[config.mk]
export PLATFORM = sky130hd
export DESIGN_NAME = trapezoid_pulse_source_unit
export DESIGN_NICKNAME = d
export VERILOG_FILES = /design/src/rtl/tps_pkg.sv /design/src/rtl/trapezoid_pulse_source_unit.sv
export SDC_FILE = /design/constraint.sdc
export NUM_CORES = 2
export LEC_CHECK = 0
export BUFFER_PORTS_ARGS = -buffer_cell sky130_fd_sc_hd__buf_2
export CAP_MARGIN = 15
export CELL_PAD_IN_SITES_DETAIL_PLACEMENT = 1
export CELL_PAD_IN_SITES_GLOBAL_PLACEMENT = 1
export CORE_MARGIN = 8
export CORE_UTILIZATION = 56
export DETAILED_ROUTE_END_ITERATION = 10
export MAX_ROUTING_LAYER = met4
export PLACE_DENSITY_LB_ADDON = 0.12
export SLEW_MARGIN = 20
export SYNTH_ARGS = -nofsm -noshare
export SYNTH_HDL_FRONTEND = slang
export SYNTH_SLANG_ARGS = --single-unit
[constraint.sdc]
create_clock -name clk -period 17.95 [get_ports clk]
set_clock_uncertainty 0.1 [all_clocks]
set_input_delay 1.795 -clock clk [delete_from_list [all_inputs] [get_ports clk]]
set_output_delay 1.795 -clock clk [all_outputs]
set_load 0.1 [all_outputs]
[src/rtl/tps_pkg.sv]
// ----------------------------------------------------------------------------
// tps_pkg
// Widths, register indexes and sequencer states of the trapezoid pulse source.
// ----------------------------------------------------------------------------
package tps_pkg;

    localparam int TIME_BITS     = 24;
    localparam int SAMPLE_BITS   = 16;
    localparam int SUM_BITS      = TIME_BITS + 2;
    localparam int PROD_BITS     = SAMPLE_BITS + TIME_BITS;
    localparam int DQ_BITS       = (TIME_BITS > SAMPLE_BITS) ? TIME_BITS : SAMPLE_BITS;
    localparam int CNT_BITS      = $clog2(DQ_BITS + 1);
    localparam int CFG_IDX_BITS  = 3;
    localparam int CFG_DATA_BITS = DQ_BITS;
    localparam int IN_DATA_BITS  = 8;
    localparam int OUT_DATA_BITS = ((SAMPLE_BITS + 7) / 8) * 8;

    typedef enum logic [CFG_IDX_BITS-1:0] {
        REG_PEAK   = 3'd0,
        REG_DELAY  = 3'd1,
        REG_RISE   = 3'd2,
        REG_WIDTH  = 3'd3,
        REG_FALL   = 3'd4,
        REG_PERIOD = 3'd5,
        REG_STOP   = 3'd6
    } tps_reg_t;

    typedef enum logic [2:0] {
        ST_IDLE,
        ST_MOD,
        ST_EVAL,
        ST_MUL,
        ST_DIV,
        ST_OUT
    } tps_state_t;

endpackage

[src/rtl/trapezoid_pulse_source_unit.sv]
// ----------------------------------------------------------------------------
// trapezoid_pulse_source_unit
// Periodic trapezoid pulse generator, one sample word per input word.
// ----------------------------------------------------------------------------
// Each accepted input word yields one sample of the trapezoid at the current
// tick, after which the tick advances (and saturates). All timing comes from
// one shared restoring divider that resolves one bit per cycle: it finds the
// phase within the period in a TIME_BITS-bit divide, and a ramp sample takes a
// multiply step plus a SAMPLE_BITS-bit divide; a sample before the delay or
// past the stop tick skips both, and a zero period skips the phase divide.
// The input is not ready while a sample is in work. Registers must be written
// through the cfg port only while the unit is idle; the block does not
// enforce this. cfg_ready is always 1.
// ----------------------------------------------------------------------------
module trapezoid_pulse_source_unit
(
    input  logic                               clk,
    input  logic                               rst_n,
    input  logic                               cfg_valid,
    output logic                               cfg_ready,
    input  logic [tps_pkg::CFG_IDX_BITS-1:0]   cfg_index,
    input  logic [tps_pkg::CFG_DATA_BITS-1:0]  cfg_data,
    input  logic                               s_axis_tvalid,
    output logic                               s_axis_tready,
    input  logic [tps_pkg::IN_DATA_BITS-1:0]   s_axis_tdata,   // [0] restart
    output logic                               m_axis_tvalid,
    input  logic                               m_axis_tready,
    output logic [tps_pkg::OUT_DATA_BITS-1:0]  m_axis_tdata,   // [15:0] sample
    output logic                               m_axis_tuser    // [0] done_res
);

    import tps_pkg::*;

    tps_state_t                     state_reg, state_next;
    logic [TIME_BITS-1:0]           time_reg, time_next;
    logic                           out_valid_reg, out_valid_next;

    logic signed [SAMPLE_BITS-1:0]  peak_reg;
    logic [TIME_BITS-1:0]           delay_reg;
    logic [TIME_BITS-1:0]           rise_reg;
    logic [TIME_BITS-1:0]           width_reg;
    logic [TIME_BITS-1:0]           fall_reg;
    logic [TIME_BITS-1:0]           period_reg;
    logic [TIME_BITS-1:0]           stop_reg;

    logic [TIME_BITS-1:0]           t_reg, t_next;
    logic [TIME_BITS-1:0]           rem_reg, rem_next;
    logic [DQ_BITS-1:0]             dq_reg, dq_next;
    logic [TIME_BITS-1:0]           den_reg, den_next;
    logic [TIME_BITS-1:0]           num_reg, num_next;
    logic [CNT_BITS-1:0]            cnt_reg, cnt_next;
    logic [SAMPLE_BITS-1:0]         res_reg, res_next;
    logic                           done_reg, done_next;
    logic [SAMPLE_BITS-1:0]         out_data_reg, out_data_next;
    logic                           out_done_reg, out_done_next;

    logic                           in_fire;
    logic [TIME_BITS-1:0]           t_cur;
    logic [TIME_BITS-1:0]           u_cur;
    logic [TIME_BITS:0]             trial;
    logic                           trial_ok;
    logic [TIME_BITS-1:0]           phase;
    logic [TIME_BITS-1:0]           start_t;
    logic [SUM_BITS-1:0]            sum_r;
    logic [SUM_BITS-1:0]            sum_rw;
    logic [SUM_BITS-1:0]            sum_rwf;
    logic [SUM_BITS-1:0]            phase_x;
    logic [SUM_BITS-1:0]            start_x;
    logic [SUM_BITS-1:0]            stop_x;
    logic                           neg;
    logic [SAMPLE_BITS-1:0]         mag;
    logic [PROD_BITS-1:0]           prod;
    logic [SAMPLE_BITS-1:0]         quo;

    assign cfg_ready     = 1'b1;
    assign s_axis_tready = (state_reg == ST_IDLE);
    assign in_fire       = s_axis_tvalid && s_axis_tready;
    assign m_axis_tvalid = out_valid_reg;
    assign m_axis_tdata  = OUT_DATA_BITS'(out_data_reg);
    assign m_axis_tuser  = out_done_reg;

    assign t_cur    = s_axis_tdata[0] ? '0 : time_reg;
    assign u_cur    = t_cur - delay_reg;
    assign trial    = {rem_reg, dq_reg[DQ_BITS-1]} - {1'b0, den_reg};
    assign trial_ok = ({rem_reg, dq_reg[DQ_BITS-1]} >= {1'b0, den_reg});

    assign phase   = rem_reg;
    assign start_t = t_reg - phase;
    assign sum_r   = SUM_BITS'(rise_reg);
    assign sum_rw  = sum_r + SUM_BITS'(width_reg);
    assign sum_rwf = sum_rw + SUM_BITS'(fall_reg);
    assign phase_x = SUM_BITS'(phase);
    assign start_x = SUM_BITS'(start_t);
    assign stop_x  = SUM_BITS'(stop_reg);

    assign neg  = peak_reg[SAMPLE_BITS-1];
    assign mag  = neg ? SAMPLE_BITS'(-peak_reg) : SAMPLE_BITS'(peak_reg);
    assign prod = PROD_BITS'(mag) * PROD_BITS'(num_reg);
    assign quo  = dq_reg[SAMPLE_BITS-1:0];

    always_comb
    begin
        state_next     = state_reg;
        time_next      = time_reg;
        out_valid_next = out_valid_reg;
        t_next         = t_reg;
        rem_next       = rem_reg;
        dq_next        = dq_reg;
        den_next       = den_reg;
        num_next       = num_reg;
        cnt_next       = cnt_reg;
        res_next       = res_reg;
        done_next      = done_reg;
        out_data_next  = out_data_reg;
        out_done_next  = out_done_reg;

        if (out_valid_reg && m_axis_tready)
        begin
            out_valid_next = 1'b0;
        end

        case (state_reg)
            ST_IDLE:
            begin
                if (in_fire)
                begin
                    t_next    = t_cur;
                    time_next = (t_cur == '1) ? t_cur : t_cur + 1'b1;
                    done_next = (t_cur >= stop_reg);
                    if ((t_cur >= stop_reg) || (t_cur < delay_reg))
                    begin
                        res_next   = '0;
                        state_next = ST_OUT;
                    end
                    else if (period_reg == '0)
                    begin
                        rem_next   = u_cur;
                        state_next = ST_EVAL;
                    end
                    else
                    begin
                        rem_next   = '0;
                        dq_next    = DQ_BITS'(u_cur) << (DQ_BITS - TIME_BITS);
                        den_next   = period_reg;
                        cnt_next   = CNT_BITS'(TIME_BITS);
                        state_next = ST_MOD;
                    end
                end
            end

            ST_MOD, ST_DIV:
            begin
                rem_next = trial_ok ? trial[TIME_BITS-1:0]
                                    : {rem_reg[TIME_BITS-2:0], dq_reg[DQ_BITS-1]};
                dq_next  = {dq_reg[DQ_BITS-2:0], trial_ok};
                cnt_next = cnt_reg - 1'b1;
                if (cnt_reg == CNT_BITS'(1))
                begin
                    if (state_reg == ST_MOD)
                    begin
                        state_next = ST_EVAL;
                    end
                    else
                    begin
                        res_next   = neg ? -{quo[SAMPLE_BITS-2:0], trial_ok}
                                         : {quo[SAMPLE_BITS-2:0], trial_ok};
                        state_next = ST_OUT;
                    end
                end
            end

            ST_EVAL:
            begin
                state_next = ST_OUT;
                res_next   = '0;
                if (phase_x < sum_r)
                begin
                    if ((start_x + sum_r) < stop_x)
                    begin
                        num_next   = phase;
                        den_next   = rise_reg;
                        state_next = ST_MUL;
                    end
                end
                else if (phase_x < sum_rw)
                begin
                    if ((start_x + sum_rw) < stop_x)
                    begin
                        res_next = peak_reg;
                    end
                end
                else if (phase_x < sum_rwf)
                begin
                    if ((start_x + sum_rwf) < stop_x)
                    begin
                        num_next   = TIME_BITS'(sum_rwf - phase_x);
                        den_next   = fall_reg;
                        state_next = ST_MUL;
                    end
                end
            end

            ST_MUL:
            begin
                rem_next   = prod[PROD_BITS-1:SAMPLE_BITS];
                dq_next    = DQ_BITS'(prod[SAMPLE_BITS-1:0]) << (DQ_BITS - SAMPLE_BITS);
                cnt_next   = CNT_BITS'(SAMPLE_BITS);
                state_next = ST_DIV;
            end

            ST_OUT:
            begin
                if (!out_valid_reg || m_axis_tready)
                begin
                    out_valid_next = 1'b1;
                    out_data_next  = res_reg;
                    out_done_next  = done_reg;
                    state_next     = ST_IDLE;
                end
            end

            default:
            begin
                state_next = ST_IDLE;
            end
        endcase
    end

    always_ff @(posedge clk or negedge rst_n)
    begin
        if (!rst_n)
        begin
            state_reg     <= ST_IDLE;
            time_reg      <= '0;
            out_valid_reg <= 1'b0;
            peak_reg      <= '0;
            delay_reg     <= '0;
            rise_reg      <= '0;
            width_reg     <= '0;
            fall_reg      <= '0;
            period_reg    <= TIME_BITS'(1);
            stop_reg      <= '0;
        end
        else
        begin
            state_reg     <= state_next;
            time_reg      <= time_next;
            out_valid_reg <= out_valid_next;
            if (cfg_valid && cfg_ready)
            begin
                case (cfg_index)
                    REG_PEAK:   peak_reg   <= cfg_data[SAMPLE_BITS-1:0];
                    REG_DELAY:  delay_reg  <= cfg_data[TIME_BITS-1:0];
                    REG_RISE:   rise_reg   <= cfg_data[TIME_BITS-1:0];
                    REG_WIDTH:  width_reg  <= cfg_data[TIME_BITS-1:0];
                    REG_FALL:   fall_reg   <= cfg_data[TIME_BITS-1:0];
                    REG_PERIOD: period_reg <= cfg_data[TIME_BITS-1:0];
                    REG_STOP:   stop_reg   <= cfg_data[TIME_BITS-1:0];
                    default:    ;
                endcase
            end
        end
    end

    always_ff @(posedge clk)
    begin
        t_reg        <= t_next;
        rem_reg      <= rem_next;
        dq_reg       <= dq_next;
        den_reg      <= den_next;
        num_reg      <= num_next;
        cnt_reg      <= cnt_next;
        res_reg      <= res_next;
        done_reg     <= done_next;
        out_data_reg <= out_data_next;
        out_done_reg <= out_done_next;
    end

endmodule

# Yosys cells after proc, flatten, opt, wreduce, memory -nomap -nowiden
# Index checks and enable logic that the tools add are counted.
# classes
mul,1
n_eq_ne,26
order_cmp,9
muxes,54
n_addsub,13
n_reduce_logical,29
# op_table
op,count
24-bit two-way mux,22
16-bit two-way mux,9
24-bit one-hot mux with 3 select lines,2
24-bit subtractor,4
26-bit by 24-bit less-than comparator with 1-bit output,2
24-bit by 24-bit adder with 25-bit output,2
24-bit less-than comparator,2
16-bit one-hot mux with 3 select lines,1
24-bit one-hot mux with 2 select lines,1
16-bit by 24-bit multiplier with 40-bit output,1
16-bit negation,2
3-bit two-way mux,10
24-bit by 25-bit adder with 26-bit output,1
24-bit by 26-bit adder with 26-bit output,1
25-bit by 24-bit adder with 26-bit output,1
24-bit by 26-bit less-than comparator with 1-bit output,1
25-bit by 24-bit greater-or-equal comparator with 1-bit output,1
24-bit by 25-bit less-than comparator with 1-bit output,1
25-bit by 24-bit less-than comparator with 1-bit output,1
24-bit by 1-bit adder with 24-bit output (second input constant),1
24-bit equality test (second input constant),1
24-bit greater-or-equal comparator,1
24-bit logical NOT,1
2-bit AND reduction,9
24 further kinds,54
# totals
output_inout_bits,20
elab_cells,152
input_bits,40
regBits,347

# Depth between registers and ports, before layout
# depth
depth_word,9
ltp_mapped,38
mapped_depth_nobuf,38

# Worst setup path before layout
# OpenSTA, ideal clock, no wires.
# synth_path
kind,register to register
startpoint,reg rise_reg[6]
endpoint,"reg den_reg[0], enable pin"
n_path_buf,1
required_ps,17368
synth_period_minus_slack_ps,9863
path_stages_with_launch,34
setup_ps,482
t_arrival_ps,9280
setup_slack_ps,8087
cell_sequence,dfrtp_1 -> ha_1 -> a2111oi_0 -> o21ai_0 -> a41oi_1 -> o21ai_0 -> o41a_1 -> a21oi_1 -> o21bai_1 -> a21oi_1 -> xnor2_1 -> ha_1 -> clkbuf_1 -> nand3_1 -> a311o_1 -> nand2_1 -> a21oi_1 -> xnor2_1 -> ha_1 -> inv_1 -> nor3_1 -> nand3_1 -> o21ai_0 -> a21o_1 -> a21oi_1 -> xnor2_1 -> ha_1 -> and4_1 -> nand3_1 -> nor2_1 -> a21oi_1 -> nor4b_1 -> a21boi_1 -> a2111oi_1
# synth_between
elab_chain_len,6
word_cells_on_any_way,14
cone_classes,add/sub: 4; order compare: 5; eq/ne: 4; reduce/logical: 1
# synth_rtl
item,line_no,text
from (decl),trapezoid_pulse_source_unit.sv:40,logic [TIME_BITS-1:0] rise_reg;
from (signal assigned),trapezoid_pulse_source_unit.sv:254,REG_RISE: rise_reg <= cfg_data[TIME_BITS-1:0];
24-bit by 24-bit adder with 25-bit output,trapezoid_pulse_source_unit.sv:90,assign sum_rw = sum_r + SUM_BITS'(width_reg);
25-bit by 24-bit adder with 26-bit output,trapezoid_pulse_source_unit.sv:91,assign sum_rwf = sum_rw + SUM_BITS'(fall_reg);
24-bit by 26-bit adder with 26-bit output,trapezoid_pulse_source_unit.sv:194,if ((start_x + sum_rwf) < stop_x)
26-bit by 24-bit less-than comparator with 1-bit output,trapezoid_pulse_source_unit.sv:194,
3-bit inequality test (no source line),--,
8-bit AND reduction (no source line) *,--,
to (signal assigned),trapezoid_pulse_source_unit.sv:270,den_reg <= den_next;
to (decl),trapezoid_pulse_source_unit.sv:49,"logic [TIME_BITS-1:0] den_reg, den_next;"
# Mark *: on every way between the ends. The rest lies on a longest branch, timed or not.
# A chain may end at the register's enable or synchronous reset.

# Worst setup path in the final report
# layout_path
startpoint,reg rise_reg[1]
endpoint,"reg den_reg[19], enable pin"
# Same word-level chain as after synthesis.

==> impl_metrics.csv <==
group,metric,value,unit
run_status,status,"finished, final reports clean",
routing,first_iter_violations,1937,
grt,grt_max_degree,72,
synth,synthArstFlopShare,54.2,%
routing,avgRoutedWirePerCell,24.7,microns
final_layout,syn_to_final_growth,7.54,%
die,core.rowCount,98,
worst_setup_path,critical_path_arrival,9900,ps
clock_network,cts_buffers,43,
synth,synth-edff-count,159,
synth,synth.ff_latch_count,347,
clock_network,clk_pin_slew_worst_paths,60,ps
clock_network,cts-root-buf,"clkbuf_16",
worst_setup_path,timing.rr.end,"den_reg[19]",
worst_setup_path,slowest_delay,500,ps
worst_setup_path,reg2regPathDepth,35,
synth,syn-mean-instance-area,9.10,sq um
clock_network,clock_sinks,347,
synth,synth_fa_ha_area_share,30.9,%
worst_setup_path,worst_setup_path_start_kind,"flip-flop",
routing,ant_nets,0,
worst_setup_path,crit_top_cell,"a21oi_1",
synth,yosys_warnings,0,
sta,worst_pin_slew,1130,ps
sta,slew_headroom,24.0,%
grt,grt_pass1_wl,211000,microns
worst_setup_path,crit_path_start,"rise_reg[1]",
synth,synth_fp_nets,5293,
die,die_w,285,microns
placed_design,gp_congestion,0.941,
final_layout,final_nets,5304,
sta,clock.fmax,102,MHz
synth,synth_compound_area_share,15.6,%
clock_network,cts_tree,"done",
worst_setup_path,critPathSlowestCell,"ha_1",
routing,drc_errors,0,
grt,antenna_found_initial,4,
die,ios,60,
sta,hold_ws,322,ps
routing,drt_wl_total,134000,microns
worst_setup_path,critPathCapture,"den_reg[19]",
sta,report.final.slew_viol_count,0,
worst_hold_path,min_path_type,"flip-flop to flip-flop",
synth,synthMuxAreaShare,3.54,%
worst_setup_path,rr_startpoint,"rise_reg[1]",
placed_design,io_buffers,51,
placed_design,dpl.hpwl,108000,microns
worst_setup_path,required,18080,ps
synth,yosysUniqueCellTypes,85,
clock_network,cts_resized,0,
clock_network,cts_hold_buf,0,
final_layout,drive_above_1_share,7.73,%
final_layout,final_util,60.8,%
worst_setup_path,end_kind,"flip-flop",
flow_run,max-cap-violations,0,
routing,vias_per_cell,6.26,
worst_setup_path,cp_max_fo,24,
sta,grt_setup_unrepaired,"false",
synth,synth_xor_area_share,5.42,%
die,initial_core_util,56.5,%
grt,grtUsageTotal,33.8,%
sta,setup_viol,0,
die,core_area,71500,sq um
synth,synthCells,4443,
synth,synthSimpleGateAreaFrac,14.9,%
clock_network,cts_buffer_depth,3,
worst_setup_path,critPathKind,"flip-flop to flip-flop",
grt,grt-ovfl-total,0,
synth,synth_top_family_by_area,"adder cells",
sta,hold_viol_final,0,
clock_network,cts.htree.levels,2,
clock_network,cts_setup_buffers,0,
grt,grt_pass1_vias,37900,
die,dieArea,81000,sq um
clock_network,clk_latency,600,ps
synth,syn_area,40400,sq um
sta,fin_crit_sh,54.4,%
synth,ys.flop_type,"dfrtp_1",
sta,setup_tns,0,ps
routing,num_vias,34100,
synth,seq_area_frac_synth,23.5,%
sta,period_needed,9770,ps
worst_setup_path,reg2reg_slack,8180,ps
routing,firstDrtPassIters,5,
die,fp.dieH,285,microns
==> routing by layer <==
| layer | GRT usage (%) | routed length [microns] | vias up | share of wire, % |
|---|---|---|---|---|
| met5 | - | 0 | - | 0 |
| met4 | 13.9 | 6020 | 0 | 4.5 |
| met1 | 39.5 | 54400 | 17500 | 40 |
| met3 | 4.21 | 6570 | 335 | 4.9 |
| met2 | 58.9 | 67400 | 953 | 50 |
| li1 | - | - | 15300 | - |
==> placed cells by master (no fill, tap or decap), drive strengths merged, types with 15 or more instances in the layout <==
cell / count
a211o: 17
a211oi: 35
a21o: 128
a21oi: 256
a22o: 18
a31oi: 24
and2: 60
and3: 25
buf: 99
clkbuf: 55
dfrtp: 187
edfxtp: 159
fa: 315
ha: 495
inv: 532
mux2: 113
mux2i: 16
nand2: 520
nand2b: 71
nand3: 70
nand4: 26
nor2: 205
nor2b: 127
nor3: 53
nor3b: 15
nor4: 16
o211ai: 30
o21a: 45
o21ai: 267
o21bai: 19
o31ai: 19
or2: 15
or3: 23
xnor2: 166
xor2: 84
==> cells in the mapped netlist (all sizes together) (5+ instances only) <==
cell,n,area [sq um]
nor4,16,106
nand4,26,163
a31oi,24,150
o31ai,19,148
o211ai,30,225
clkbuf,124,465
a22o,18,158
o21ai,267,1340
nor3,53,265
xor2,84,736
fa,315,6310
nand2b,71,444
a2111oi,12,106
and3,25,156
o221ai,8,70.1
o21bai,19,143
o41ai,6,52.6
edfxtp,159,4770
a211o,17,149
nor2b,127,795
and4,10,87.6
nand2,520,1950
a32oi,5,43.8
a211oi,35,263
mux2i,16,160
ha,495,6190
nand4b,6,52.6
nor3b,15,113
a221o,9,90.1
a31o,12,105
nand3,70,350
dfrtp,187,4680
or2,15,93.8
and2,60,375
a22oi,12,90.1
buf,10,48.8
o21a,45,338
o31a,7,61.3
xnor2,166,1450
nor2,205,769
inv,530,1990
mux2,113,1270
or3,23,149
a21oi,256,1280
a21o,128,961
==> worst min-delay path by stage <==
stage / start / endpoint / slack, ps / depth (start not counted)
2_1_floorplan: res_reg[0] / m_axis_tdata[0] / 300 / 0
3_3_place_gp: res_reg[4] / m_axis_tdata[4] / 300 / 0
3_5_place_dp: res_reg[2] / m_axis_tdata[2] / 310 / 0
4_1_cts: res_reg[1] / m_axis_tdata[1] / 320 / 0
5_1_grt: res_reg[1] / m_axis_tdata[1] / 320 / 0
6_report: res_reg[2] / m_axis_tdata[2] / 320 / 0
==> logic make-up (layout without fill, tap and decap cells) <==
| kind of cell | after synthesis | count (layout) |
|---|---|---|
| compound gates | 986 | 986 |
| xor+xnor | 250 | 250 |
| fa+ha+maj | 810 | 810 |
| buf+inv | 664 | 709 |
| flops | 347 | 347 |
| mux | 129 | 129 |
| other cells | 1 | 3 |
| simple gates | 1256 | 1256 |
==> critical path: cells and delay by family, from the launching register on <==
kind / cells / cell delay (ps)
DFF: 1 / 420
xor gates and xnor gates: 3 / 790
buffers and inverters: 3 / 700
and+or+nand+nor: 8 / 1460
AOI/OAI and AO/OA: 17 / 4530
adders and majority gates: 4 / 1330
==> layout make-up <==
type,instances,area (sq um)
diodes,2,5.00
clock buffers,54,1200
clock inverters,25,344
fillers,8260,28000
inverters,530,1990
multi-input cells,3432,28600
flip-flops and latches,347,9480
well taps,950,1190
repair buffers,100,644
==> through the flow <==
step	instance area (sq um)	setup slack, ps	std cells
2_1_floorplan	40400	8090	4443
3_3_place_gp	41900	8810	5358
3_5_place_dp	41900	8520	5358
4_1_cts	43400	8380	5437
5_1_grt	43500	7500	5440
6_report	43500	8180	5440
Power is not shown: default switching activity piles up to over one toggle a cycle in this logic, so the estimate is an artifact.
